<file path="src/rtl/nott_pkg.sv">
// shared types and constants of the note-off timer queue
package nott_pkg;

  localparam int WORD_W          = 32;
  localparam int ACTION_W        = 2;
  localparam int QUEUE_DEPTH_DEF = 32;
  localparam int MAX_RESULTS     = 32;

  typedef enum logic [ACTION_W-1:0] {
    ACT_NOTE    = 2'd0,
    ACT_ADVANCE = 2'd1,
    ACT_FLUSH   = 2'd2
  } nott_action_t;

  typedef enum logic {
    KIND_NOTE_ON  = 1'b0,
    KIND_NOTE_OFF = 1'b1
  } nott_kind_t;

  typedef enum logic [2:0] {
    ST_IDLE,
    ST_SCAN,
    ST_NWRITE,
    ST_FDONE,
    ST_FREAD,
    ST_FLAST
  } nott_state_t;

  typedef struct packed {
    logic [WORD_W-1:0] due;
    logic [WORD_W-1:0] pitch;
    logic [WORD_W-1:0] velocity;
  } nott_slot_t;

endpackage

</file>
<file path="src/rtl/nott_in_if.sv">
// input channel: action and note fields
interface nott_in_if;
  logic                         valid;
  logic                         ready;
  logic [nott_pkg::ACTION_W-1:0] action;
  logic [nott_pkg::WORD_W-1:0]   pitch;
  logic [nott_pkg::WORD_W-1:0]   velocity;
  logic [nott_pkg::WORD_W-1:0]   note_length;
  logic [nott_pkg::WORD_W-1:0]   time_step;

  modport source (output valid, action, pitch, velocity, note_length, time_step, input ready);
  modport sink   (input valid, action, pitch, velocity, note_length, time_step, output ready);
endinterface

</file>
<file path="src/rtl/nott_out_if.sv">
// result channel: note-on and note-off events
interface nott_out_if;
  logic                        valid;
  logic                        ready;
  logic                        kind;
  logic [nott_pkg::WORD_W-1:0] out_pitch;
  logic [nott_pkg::WORD_W-1:0] out_velocity;
  logic                        last;

  modport source (output valid, kind, out_pitch, out_velocity, last, input ready);
  modport sink   (input valid, kind, out_pitch, out_velocity, last, output ready);
endinterface

</file>
<file path="src/rtl/nott_store.sv">
// slot memory with one write port and one registered read port
module nott_store #(
  parameter int DEPTH = nott_pkg::QUEUE_DEPTH_DEF,
  parameter int IW    = 5
) (
  input  logic                clk,
  input  logic                wr_en,
  input  logic [IW-1:0]       wr_addr,
  input  nott_pkg::nott_slot_t wr_data,
  input  logic [IW-1:0]       rd_addr,
  output nott_pkg::nott_slot_t rd_data
);
  import nott_pkg::*;

  nott_slot_t mem [DEPTH];
  nott_slot_t rd_data_r;

  always_ff @(posedge clk) begin
    if (wr_en) begin
      mem[wr_addr] <= wr_data;
    end
  end

  always_ff @(posedge clk) begin
    rd_data_r <= mem[rd_addr];
  end

  assign rd_data = rd_data_r;

endmodule

</file>
<file path="src/rtl/note_off_timer_queue_top.sv">
// note-off timer queue: top level with sequencer, slot valid bits and output register
// An advance beat moves the time and the block stays ready. A note beat scans the slots through
// the single read port of the slot memory, one slot per cycle, until it finds a held note of
// the same pitch that falls due earlier or has read the last slot. A flush beat runs one full
// minimum search per note-off, plus a final search that finds nothing more due (or stops
// after 32 note-offs), and then sends the last note-off beat if there is one. The block holds
// ready low while a note or flush is in work; a finished result waits in the output register
// without blocking the next input beat. At most 32 note-offs leave per flush; the rest stay
// stored for a later flush.
module note_off_timer_queue_top #(
  parameter int QUEUE_DEPTH = nott_pkg::QUEUE_DEPTH_DEF
) (
  input  logic clk,
  input  logic rst_n,
  nott_in_if.sink    in_ch,
  nott_out_if.source out_ch
);
  import nott_pkg::*;

  localparam int IW = (QUEUE_DEPTH > 1) ? $clog2(QUEUE_DEPTH) : 1;
  localparam int CW = $clog2(MAX_RESULTS + 1);
  localparam logic [IW-1:0] LAST_IDX = IW'(QUEUE_DEPTH - 1);
  localparam logic [CW-1:0] CNT_LAST = CW'(MAX_RESULTS - 1);

  nott_state_t  state_r, state_nxt;
  nott_action_t act_r, act_nxt;
  logic [WORD_W-1:0] pitch_r, pitch_nxt;
  logic [WORD_W-1:0] vel_r, vel_nxt;
  logic [WORD_W-1:0] due_r, due_nxt;
  logic [WORD_W-1:0] time_r, time_nxt;
  logic [QUEUE_DEPTH-1:0] valid_r, valid_nxt;
  logic [IW-1:0] idx_r, idx_nxt;
  logic          iss_r, iss_nxt;
  logic          ev_r, ev_nxt;
  logic [IW-1:0] ev_idx_r, ev_idx_nxt;
  logic          best_has_r, best_has_nxt;
  logic [IW-1:0] best_idx_r, best_idx_nxt;
  logic [WORD_W-1:0] best_due_r, best_due_nxt;
  logic          free_has_r, free_has_nxt;
  logic [IW-1:0] free_idx_r, free_idx_nxt;
  logic          tgt_has_r, tgt_has_nxt;
  logic [IW-1:0] tgt_idx_r, tgt_idx_nxt;
  logic [CW-1:0] cnt_r, cnt_nxt;
  logic          pend_has_r, pend_has_nxt;
  logic [WORD_W-1:0] pend_pitch_r, pend_pitch_nxt;
  logic [WORD_W-1:0] pend_vel_r, pend_vel_nxt;
  logic          ov_r, ov_nxt;
  logic          okind_r, okind_nxt;
  logic [WORD_W-1:0] opitch_r, opitch_nxt;
  logic [WORD_W-1:0] ovel_r, ovel_nxt;
  logic          olast_r, olast_nxt;

  logic          wr_en;
  logic [IW-1:0] wr_addr;
  nott_slot_t    wr_data;
  logic [IW-1:0] rd_addr;
  nott_slot_t    rd_data;
  logic          can_load;
  logic          ev_vbit;
  logic          cand;

  nott_store #(
    .DEPTH (QUEUE_DEPTH),
    .IW    (IW)
  ) u_store (
    .clk     (clk),
    .wr_en   (wr_en),
    .wr_addr (wr_addr),
    .wr_data (wr_data),
    .rd_addr (rd_addr),
    .rd_data (rd_data)
  );

  assign in_ch.ready         = (state_r == ST_IDLE);
  assign out_ch.valid        = ov_r;
  assign out_ch.kind         = okind_r;
  assign out_ch.out_pitch    = opitch_r;
  assign out_ch.out_velocity = ovel_r;
  assign out_ch.last         = olast_r;

  assign can_load = !ov_r || out_ch.ready;
  assign rd_addr  = (state_r == ST_FDONE || state_r == ST_FREAD) ? best_idx_r : idx_r;
  assign ev_vbit  = valid_r[ev_idx_r];
  assign cand     = ev_vbit && (!best_has_r || rd_data.due < best_due_r);

  always_comb begin
    state_nxt      = state_r;
    act_nxt        = act_r;
    pitch_nxt      = pitch_r;
    vel_nxt        = vel_r;
    due_nxt        = due_r;
    time_nxt       = time_r;
    valid_nxt      = valid_r;
    idx_nxt        = idx_r;
    iss_nxt        = iss_r;
    ev_nxt         = ev_r;
    ev_idx_nxt     = ev_idx_r;
    best_has_nxt   = best_has_r;
    best_idx_nxt   = best_idx_r;
    best_due_nxt   = best_due_r;
    free_has_nxt   = free_has_r;
    free_idx_nxt   = free_idx_r;
    tgt_has_nxt    = tgt_has_r;
    tgt_idx_nxt    = tgt_idx_r;
    cnt_nxt        = cnt_r;
    pend_has_nxt   = pend_has_r;
    pend_pitch_nxt = pend_pitch_r;
    pend_vel_nxt   = pend_vel_r;
    ov_nxt         = ov_r;
    okind_nxt      = okind_r;
    opitch_nxt     = opitch_r;
    ovel_nxt       = ovel_r;
    olast_nxt      = olast_r;
    wr_en          = 1'b0;
    wr_addr        = tgt_idx_r;
    wr_data        = '{due: due_r, pitch: pitch_r, velocity: vel_r};

    if (ov_r && out_ch.ready) begin
      ov_nxt = 1'b0;
    end

    case (state_r)
      ST_IDLE: begin
        if (in_ch.valid) begin
          act_nxt   = nott_action_t'(in_ch.action);
          pitch_nxt = in_ch.pitch;
          vel_nxt   = in_ch.velocity;
          due_nxt   = time_r + in_ch.note_length;
          case (in_ch.action)
            ACT_NOTE: begin
              free_has_nxt = 1'b0;
              idx_nxt      = '0;
              iss_nxt      = 1'b1;
              ev_nxt       = 1'b0;
              state_nxt    = ST_SCAN;
            end
            ACT_ADVANCE: begin
              time_nxt = time_r + in_ch.time_step;
            end
            ACT_FLUSH: begin
              best_has_nxt = 1'b0;
              cnt_nxt      = '0;
              pend_has_nxt = 1'b0;
              idx_nxt      = '0;
              iss_nxt      = 1'b1;
              ev_nxt       = 1'b0;
              state_nxt    = ST_SCAN;
            end
            default: begin
              state_nxt = ST_IDLE;
            end
          endcase
        end
      end

      ST_SCAN: begin
        if (iss_r) begin
          ev_nxt     = 1'b1;
          ev_idx_nxt = idx_r;
          if (idx_r == LAST_IDX) begin
            iss_nxt = 1'b0;
          end else begin
            idx_nxt = idx_r + IW'(1);
          end
        end else begin
          ev_nxt = 1'b0;
        end
        if (ev_r) begin
          if (act_r == ACT_NOTE) begin
            if (ev_vbit && rd_data.pitch == pitch_r && rd_data.due < due_r) begin
              tgt_has_nxt = 1'b1;
              tgt_idx_nxt = ev_idx_r;
              iss_nxt     = 1'b0;
              ev_nxt      = 1'b0;
              state_nxt   = ST_NWRITE;
            end else begin
              if (!ev_vbit && !free_has_r) begin
                free_has_nxt = 1'b1;
                free_idx_nxt = ev_idx_r;
              end
              if (ev_idx_r == LAST_IDX) begin
                tgt_has_nxt = free_has_r || !ev_vbit;
                tgt_idx_nxt = free_has_r ? free_idx_r : ev_idx_r;
                ev_nxt      = 1'b0;
                state_nxt   = ST_NWRITE;
              end
            end
          end else begin
            if (cand) begin
              best_has_nxt = 1'b1;
              best_idx_nxt = ev_idx_r;
              best_due_nxt = rd_data.due;
            end
            if (ev_idx_r == LAST_IDX) begin
              ev_nxt    = 1'b0;
              state_nxt = ST_FDONE;
            end
          end
        end
      end

      ST_NWRITE: begin
        if (!tgt_has_r) begin
          state_nxt = ST_IDLE;
        end else if (can_load) begin
          wr_en                  = 1'b1;
          valid_nxt[tgt_idx_r]   = 1'b1;
          ov_nxt                 = 1'b1;
          okind_nxt              = KIND_NOTE_ON;
          opitch_nxt             = pitch_r;
          ovel_nxt               = vel_r;
          olast_nxt              = 1'b1;
          state_nxt              = ST_IDLE;
        end
      end

      ST_FDONE: begin
        if (best_has_r && best_due_r <= time_r) begin
          valid_nxt[best_idx_r] = 1'b0;
          state_nxt             = ST_FREAD;
        end else if (pend_has_r) begin
          state_nxt = ST_FLAST;
        end else begin
          state_nxt = ST_IDLE;
        end
      end

      ST_FREAD: begin
        if (!pend_has_r || can_load) begin
          if (pend_has_r) begin
            ov_nxt     = 1'b1;
            okind_nxt  = KIND_NOTE_OFF;
            opitch_nxt = pend_pitch_r;
            ovel_nxt   = pend_vel_r;
            olast_nxt  = 1'b0;
          end
          pend_has_nxt   = 1'b1;
          pend_pitch_nxt = rd_data.pitch;
          pend_vel_nxt   = rd_data.velocity;
          cnt_nxt        = cnt_r + CW'(1);
          if (cnt_r == CNT_LAST) begin
            state_nxt = ST_FLAST;
          end else begin
            best_has_nxt = 1'b0;
            idx_nxt      = '0;
            iss_nxt      = 1'b1;
            ev_nxt       = 1'b0;
            state_nxt    = ST_SCAN;
          end
        end
      end

      ST_FLAST: begin
        if (can_load) begin
          ov_nxt       = 1'b1;
          okind_nxt    = KIND_NOTE_OFF;
          opitch_nxt   = pend_pitch_r;
          ovel_nxt     = pend_vel_r;
          olast_nxt    = 1'b1;
          pend_has_nxt = 1'b0;
          state_nxt    = ST_IDLE;
        end
      end

      default: begin
        state_nxt = ST_IDLE;
      end
    endcase
  end

  always_ff @(posedge clk) begin
    if (!rst_n) begin
      state_r    <= ST_IDLE;
      time_r     <= '0;
      valid_r    <= '0;
      iss_r      <= 1'b0;
      ev_r       <= 1'b0;
      pend_has_r <= 1'b0;
      ov_r       <= 1'b0;
      cnt_r      <= '0;
    end else begin
      state_r    <= state_nxt;
      time_r     <= time_nxt;
      valid_r    <= valid_nxt;
      iss_r      <= iss_nxt;
      ev_r       <= ev_nxt;
      pend_has_r <= pend_has_nxt;
      ov_r       <= ov_nxt;
      cnt_r      <= cnt_nxt;
    end
  end

  always_ff @(posedge clk) begin
    act_r        <= act_nxt;
    pitch_r      <= pitch_nxt;
    vel_r        <= vel_nxt;
    due_r        <= due_nxt;
    idx_r        <= idx_nxt;
    ev_idx_r     <= ev_idx_nxt;
    best_has_r   <= best_has_nxt;
    best_idx_r   <= best_idx_nxt;
    best_due_r   <= best_due_nxt;
    free_has_r   <= free_has_nxt;
    free_idx_r   <= free_idx_nxt;
    tgt_has_r    <= tgt_has_nxt;
    tgt_idx_r    <= tgt_idx_nxt;
    pend_pitch_r <= pend_pitch_nxt;
    pend_vel_r   <= pend_vel_nxt;
    okind_r      <= okind_nxt;
    opitch_r     <= opitch_nxt;
    ovel_r       <= ovel_nxt;
    olast_r      <= olast_nxt;
  end

endmodule

</file>
<file path="src/flat_wrapper.sv">
// flat-port wrapper written by rule: the top's interface ports become plain ports
module note_off_timer_queue_top_flat import nott_pkg::*;
#(
  parameter int QUEUE_DEPTH = nott_pkg::QUEUE_DEPTH_DEF
)
  (clk, rst_n, in_ch_valid, in_ch_action, in_ch_pitch, in_ch_velocity, in_ch_note_length, in_ch_time_step, in_ch_ready, out_ch_valid, out_ch_kind, out_ch_out_pitch, out_ch_out_velocity, out_ch_last, out_ch_ready);
  nott_in_if in_ch_i ();
  nott_out_if out_ch_i ();
  input  logic clk;
  input  logic rst_n;
  input wire logic [$bits(in_ch_i.valid)-1:0] in_ch_valid;
  input wire logic [$bits(in_ch_i.action)-1:0] in_ch_action;
  input wire logic [$bits(in_ch_i.pitch)-1:0] in_ch_pitch;
  input wire logic [$bits(in_ch_i.velocity)-1:0] in_ch_velocity;
  input wire logic [$bits(in_ch_i.note_length)-1:0] in_ch_note_length;
  input wire logic [$bits(in_ch_i.time_step)-1:0] in_ch_time_step;
  output wire logic [$bits(in_ch_i.ready)-1:0] in_ch_ready;
  output wire logic [$bits(out_ch_i.valid)-1:0] out_ch_valid;
  output wire logic [$bits(out_ch_i.kind)-1:0] out_ch_kind;
  output wire logic [$bits(out_ch_i.out_pitch)-1:0] out_ch_out_pitch;
  output wire logic [$bits(out_ch_i.out_velocity)-1:0] out_ch_out_velocity;
  output wire logic [$bits(out_ch_i.last)-1:0] out_ch_last;
  input wire logic [$bits(out_ch_i.ready)-1:0] out_ch_ready;
  assign in_ch_i.valid = in_ch_valid;
  assign in_ch_i.action = in_ch_action;
  assign in_ch_i.pitch = in_ch_pitch;
  assign in_ch_i.velocity = in_ch_velocity;
  assign in_ch_i.note_length = in_ch_note_length;
  assign in_ch_i.time_step = in_ch_time_step;
  assign in_ch_ready = in_ch_i.ready;
  assign out_ch_valid = out_ch_i.valid;
  assign out_ch_kind = out_ch_i.kind;
  assign out_ch_out_pitch = out_ch_i.out_pitch;
  assign out_ch_out_velocity = out_ch_i.out_velocity;
  assign out_ch_last = out_ch_i.last;
  assign out_ch_i.ready = out_ch_ready;
  note_off_timer_queue_top #(.QUEUE_DEPTH(QUEUE_DEPTH)) u_core (.clk(clk), .rst_n(rst_n), .in_ch(in_ch_i), .out_ch(out_ch_i));
endmodule
</file>
<file path="config.mk">
export PLATFORM = sky130hd
export DESIGN_NAME = note_off_timer_queue_top_flat
export DESIGN_NICKNAME = d
export VERILOG_FILES = /design/src/rtl/nott_pkg.sv /design/src/rtl/nott_in_if.sv /design/src/rtl/nott_out_if.sv /design/src/rtl/nott_store.sv /design/src/rtl/note_off_timer_queue_top.sv /design/src/flat_wrapper.sv
export SDC_FILE = /design/constraint.sdc
export NUM_CORES = 2
export LEC_CHECK = 0
export BUFFER_PORTS_ARGS = -buffer_cell sky130_fd_sc_hd__buf_4
export CORE_MARGIN = 4
export CORE_UTILIZATION = 40
export DETAILED_ROUTE_END_ITERATION = 7
export PLACE_DENSITY_LB_ADDON = 0.08
export SLEW_MARGIN = 0
export SYNTH_ARGS = -nofsm -noshare
export SYNTH_HDL_FRONTEND = slang
export SYNTH_SLANG_ARGS = --single-unit
export TNS_END_PERCENT = 50
</file>
<file path="constraint.sdc">
create_clock -name clk -period 8.86 [get_ports clk]
set_input_delay 0.443 -clock clk [delete_from_list [all_inputs] [get_ports clk]]
set_output_delay 0.443 -clock clk [all_outputs]
set_load 0.1 [all_outputs]
</file>
==> flow_metrics.env <==
export IMPL_status="finished clean"
export IMPL_worst_slack_ns=4.14
export IMPL_endpoint_kind="flip-flop"
export IMPL_cts_path_max_buffers=4
export IMPL_rows=218
export IMPL_mostFrequentLayoutCells="3360 x edfxtp_1, 3166 x nand2_1, 803 x nand3_1, 600 x a311oi_1, 402 x and3_1"
export IMPL_maxSlewHeadroom_pct=6.80
export IMPL_die_x_um=604
export IMPL_worst_setup_path_type="flip-flop to flip-flop"
export IMPL_multi_input_area_um2=34700
export IMPL_pwr_share_comb_pct=11.3
export IMPL_drc=0
export IMPL_period_needed_ns=4.72
export IMPL_die_h_um=604
export IMPL_grt_pass1_wl_mm=635
export IMPL_min_path_type="primary input to flip-flop"
export IMPL_clock_sinks=3533
export IMPL_fin_nets=11300
export IMPL_cts_tree="done"
export IMPL_core_area_um2=353000
export IMPL_async_reset_ff_share_pct=0
export IMPL_setup_worst_path_start_class="flip-flop"
export IMPL_io_pins=202
export IMPL_rsz0062_at_grt="false"
export IMPL_track_usage_pct=23.7
export IMPL_syn_inst=10800
export IMPL_clockPowerShare_pct=40.3
export IMPL_place_ws_ns=4.23
export IMPL_antenna_found_initial=13
export IMPL_clk_pin_slew_ns=0.06
export IMPL_seq_area_um2=104000
export IMPL_finalSetupViolations=0
export IMPL_drv_slew=0
export IMPL_design_area_um2=163000
export IMPL_firstDrtPassIters=5
export IMPL_finalSetupTns_ns=0
export IMPL_tightest_slew_ns=1.40
export IMPL_layout_commonest_cell="edfxtp_1"
export IMPL_required_ns=9.68
export IMPL_power_internal_mw=29.6
export IMPL_io_buffer_count=201
export IMPL_dp_hpwl_mm=213
export IMPL_synth_flop_cell="edfxtp_1"
export IMPL_post_cts_resized=0
export IMPL_clkLatencyLatePin_ns=0.95
export IMPL_ys_seq_area_share_pct=73.5
export IMPL_seqPwrFrac_pct=48.3
export IMPL_finClkSkew_ns=0.0323
export IMPL_power_leakage_nw=56.5
export IMPL_swShare_pct=25.8
export IMPL_grt_pass1_vias=88800
export IMPL_hold_viol=0
export IMPL_power_density_nw_per_um2=245
export IMPL_avgSynthCellArea_um2=13.2
export IMPL_dpl_cell_count=15200
export IMPL_syn_nets=11100
export IMPL_route_vias_total=90600
export IMPL_drive_above_1_share_pct=10.0
export IMPL_ant_nets=0
export IMPL_fp_dieArea_um2=365000
export IMPL_synth_seq_cells=3533
export IMPL_n_fill_cell=31500
export IMPL_final_period_utilization_pct=53.3
export IMPL_routedWlPerCell_um=27.7
export IMPL_syn_area_um2=142000
export IMPL_synth_edf_count=3360
export IMPL_drt_wl_total_mm=444
export IMPL_post_cts_buffers=0
export IMPL_drtIter0Drc=9040
export IMPL_switchingPower_mw=10.3
export IMPL_grt_max_degree=165
export IMPL_ir_worst_vdd_uv=177
export IMPL_drv_cap=0
export IMPL_ys_warn_count=0
export IMPL_dpl_cell_area_um2=149000
export IMPL_place_gp_congestion=0.799
export IMPL_initial_utilization_pct=40.2
export IMPL_grt_overflow_total=0
export IMPL_ys_types=69
export IMPL_cts_root_buf="clkbuf_16"
export IMPL_cp_max_fo=134
export IMPL_cts_htree_levels=5
export IMPL_vias_per_cell=5.65
export IMPL_max_freq_ghz=0.212
export IMPL_cp_arrival_ns=5.55
export IMPL_fin_cells=16000
export IMPL_cts_buffers=388
export IMPL_area_delta_synth_final_pct=14.5
synthesized netlist by cell type, types with 3 or more instances:
master,instances,area [µm²]
dfxtp_1,173,3460
xor2_1,42,368
o21bai_1,5,37.5
a221o_1,3,30.0
buf_1,47,176
buf_4,5,37.5
o21a_1,17,128
mux2_2,73,822
o211ai_1,15,113
nand3b_1,9,67.6
ha_1,159,1990
a22o_1,4,35.0
a21boi_0,5,37.5
and2_1,4,25.0
nor4_1,10,62.6
a311oi_1,600,5260
o21ai_0,91,455
xnor2_1,42,368
inv_1,121,454
a211oi_1,90,676
a31oi_1,176,1100
or3_1,7,43.8
nand4_1,34,213
nand3_1,803,4020
and3_1,402,2510
nor2b_1,24,150
buf_2,152,761
a31o_2,3,26.3
o22ai_1,8,50.1
mux2i_1,5,50.1
nand2_1,3169,11900
clkbuf_1,500,1880
or4_1,5,37.5
and4_1,3,26.3
a21oi_1,213,1070
nand4b_1,5,43.8
a21o_1,111,833
nand2b_1,17,106
nor2_1,148,556
mux4_2,6,135
nor3_1,45,225
edfxtp_1,3360,101000
o221a_2,32,360
o31a_1,5,43.8
or2_2,4,25.0
metrics by stage:
step	total power, mW	hold slack (ns)	util, %
floorplan	22.3	0.386	-
global placement	24.1	0.390	42.3
detailed placement	24.1	0.389	42.3
CTS	40.3	0.00000511	46.1
global route	41.4	0.0634	46.1
finish	39.9	0.0852	46.1
cell families after synthesis:
family	after synthesis	share of synthesized area (%)
adder cells (fa/ha/maj)	161	1.43
AO/OA/AOI/OAI	1403	7.38
multiplexers	84	0.709
XOR/XNOR	84	0.518
buffers and inverters	826	2.33
flip-flops	3533	73.5
AND/OR/NAND/NOR	4696	14.1
path summary, 6_finish.rpt:
check / start / to / slack (ns) / cells past startpoint
min: in_ch_note_length[8] / u_core.due_r[8] / 0.09 / 3
max reg2reg: u_core.state_r[0] / u_core.u_store.rd_data[47] / 4.14 / 11
max: u_core.state_r[0] / u_core.u_store.rd_data[47] / 4.14 / 11
min reg2reg: u_core.u_store.rd_data[5] / u_core.pend_vel_r[5] / 0.40 / 0
critical path, stage by stage, from the launching register on:
cell and delay (ns):
dfxtp_1 0.33, buf_4 0.31, nor2_1 0.21, a22o_1 0.25, a22oi_1 0.60, and2_4 0.69, buf_12 0.53, buf_4 0.53
a311oi_1 0.16, a311oi_1 0.47, a211oi_1 0.10, a21o_1 0.19
cell type report:
| class | instances | area share, % |
|---|---|---|
| Multi-Input combinational cell | 6428 | 21.3 |
| Tap cell | 4730 | 3.64 |
| Sequential cell | 3533 | 64.2 |
| Timing Repair Buffer | 496 | 2.82 |
| Clock buffer | 515 | 6.50 |
| Clock inverter | 206 | 1.26 |
| Inverter | 122 | 0.290 |
| Antenna cell | 3 | 0.00462 |
state kept, by name (all words and copies together), names as in the netlist, 6 cells and up:
register                    cells
u_core.cnt_r                    6
u_core.out_ch.out_velocity     32
u_core.u_store.mem           3072
u_core.time_r                  32
u_core.pend_vel_r              32
u_core.best_due_r              32
u_core.valid_r                 32
u_core.u_store.rd_data         96
u_core.vel_r                   32
u_core.pitch_r                 32
u_core.pend_pitch_r            32
u_core.out_ch.out_pitch        32
u_core.due_r                   32
power groups by stage:
stage | registers [mW] | logic (mW) | clock network (mW)
global placement | 19.6 | 4.45 | 0
CTS | 19.3 | 4.55 | 16.4
floorplan | 19.4 | 2.93 | 0
global route | 19.3 | 4.99 | 17.2
finish | 19.3 | 4.52 | 16.1
detailed placement | 19.6 | 4.50 | 0
routing by layer:
metal / wire length (µm) / up-vias / track usage (%)
met2: 215000 / 2791 / 40.0
met1: 195000 / 46700 / 32.7
met4: 11400 / 2 / 5.83
li1: - / 40500 / -
met5: 20 / - / 0
met3: 23000 / 579 / 2.76
what timing repair did:
| item | in CTS | in global routing |
|---|---|---|
| setup endpoints to repair | 0 | 0 |
| hold buffers | 86 | 0 |
| endpoints found under the hold margin | 108 | 0 |
No activity file was read; power rests on OpenSTA's default activity.
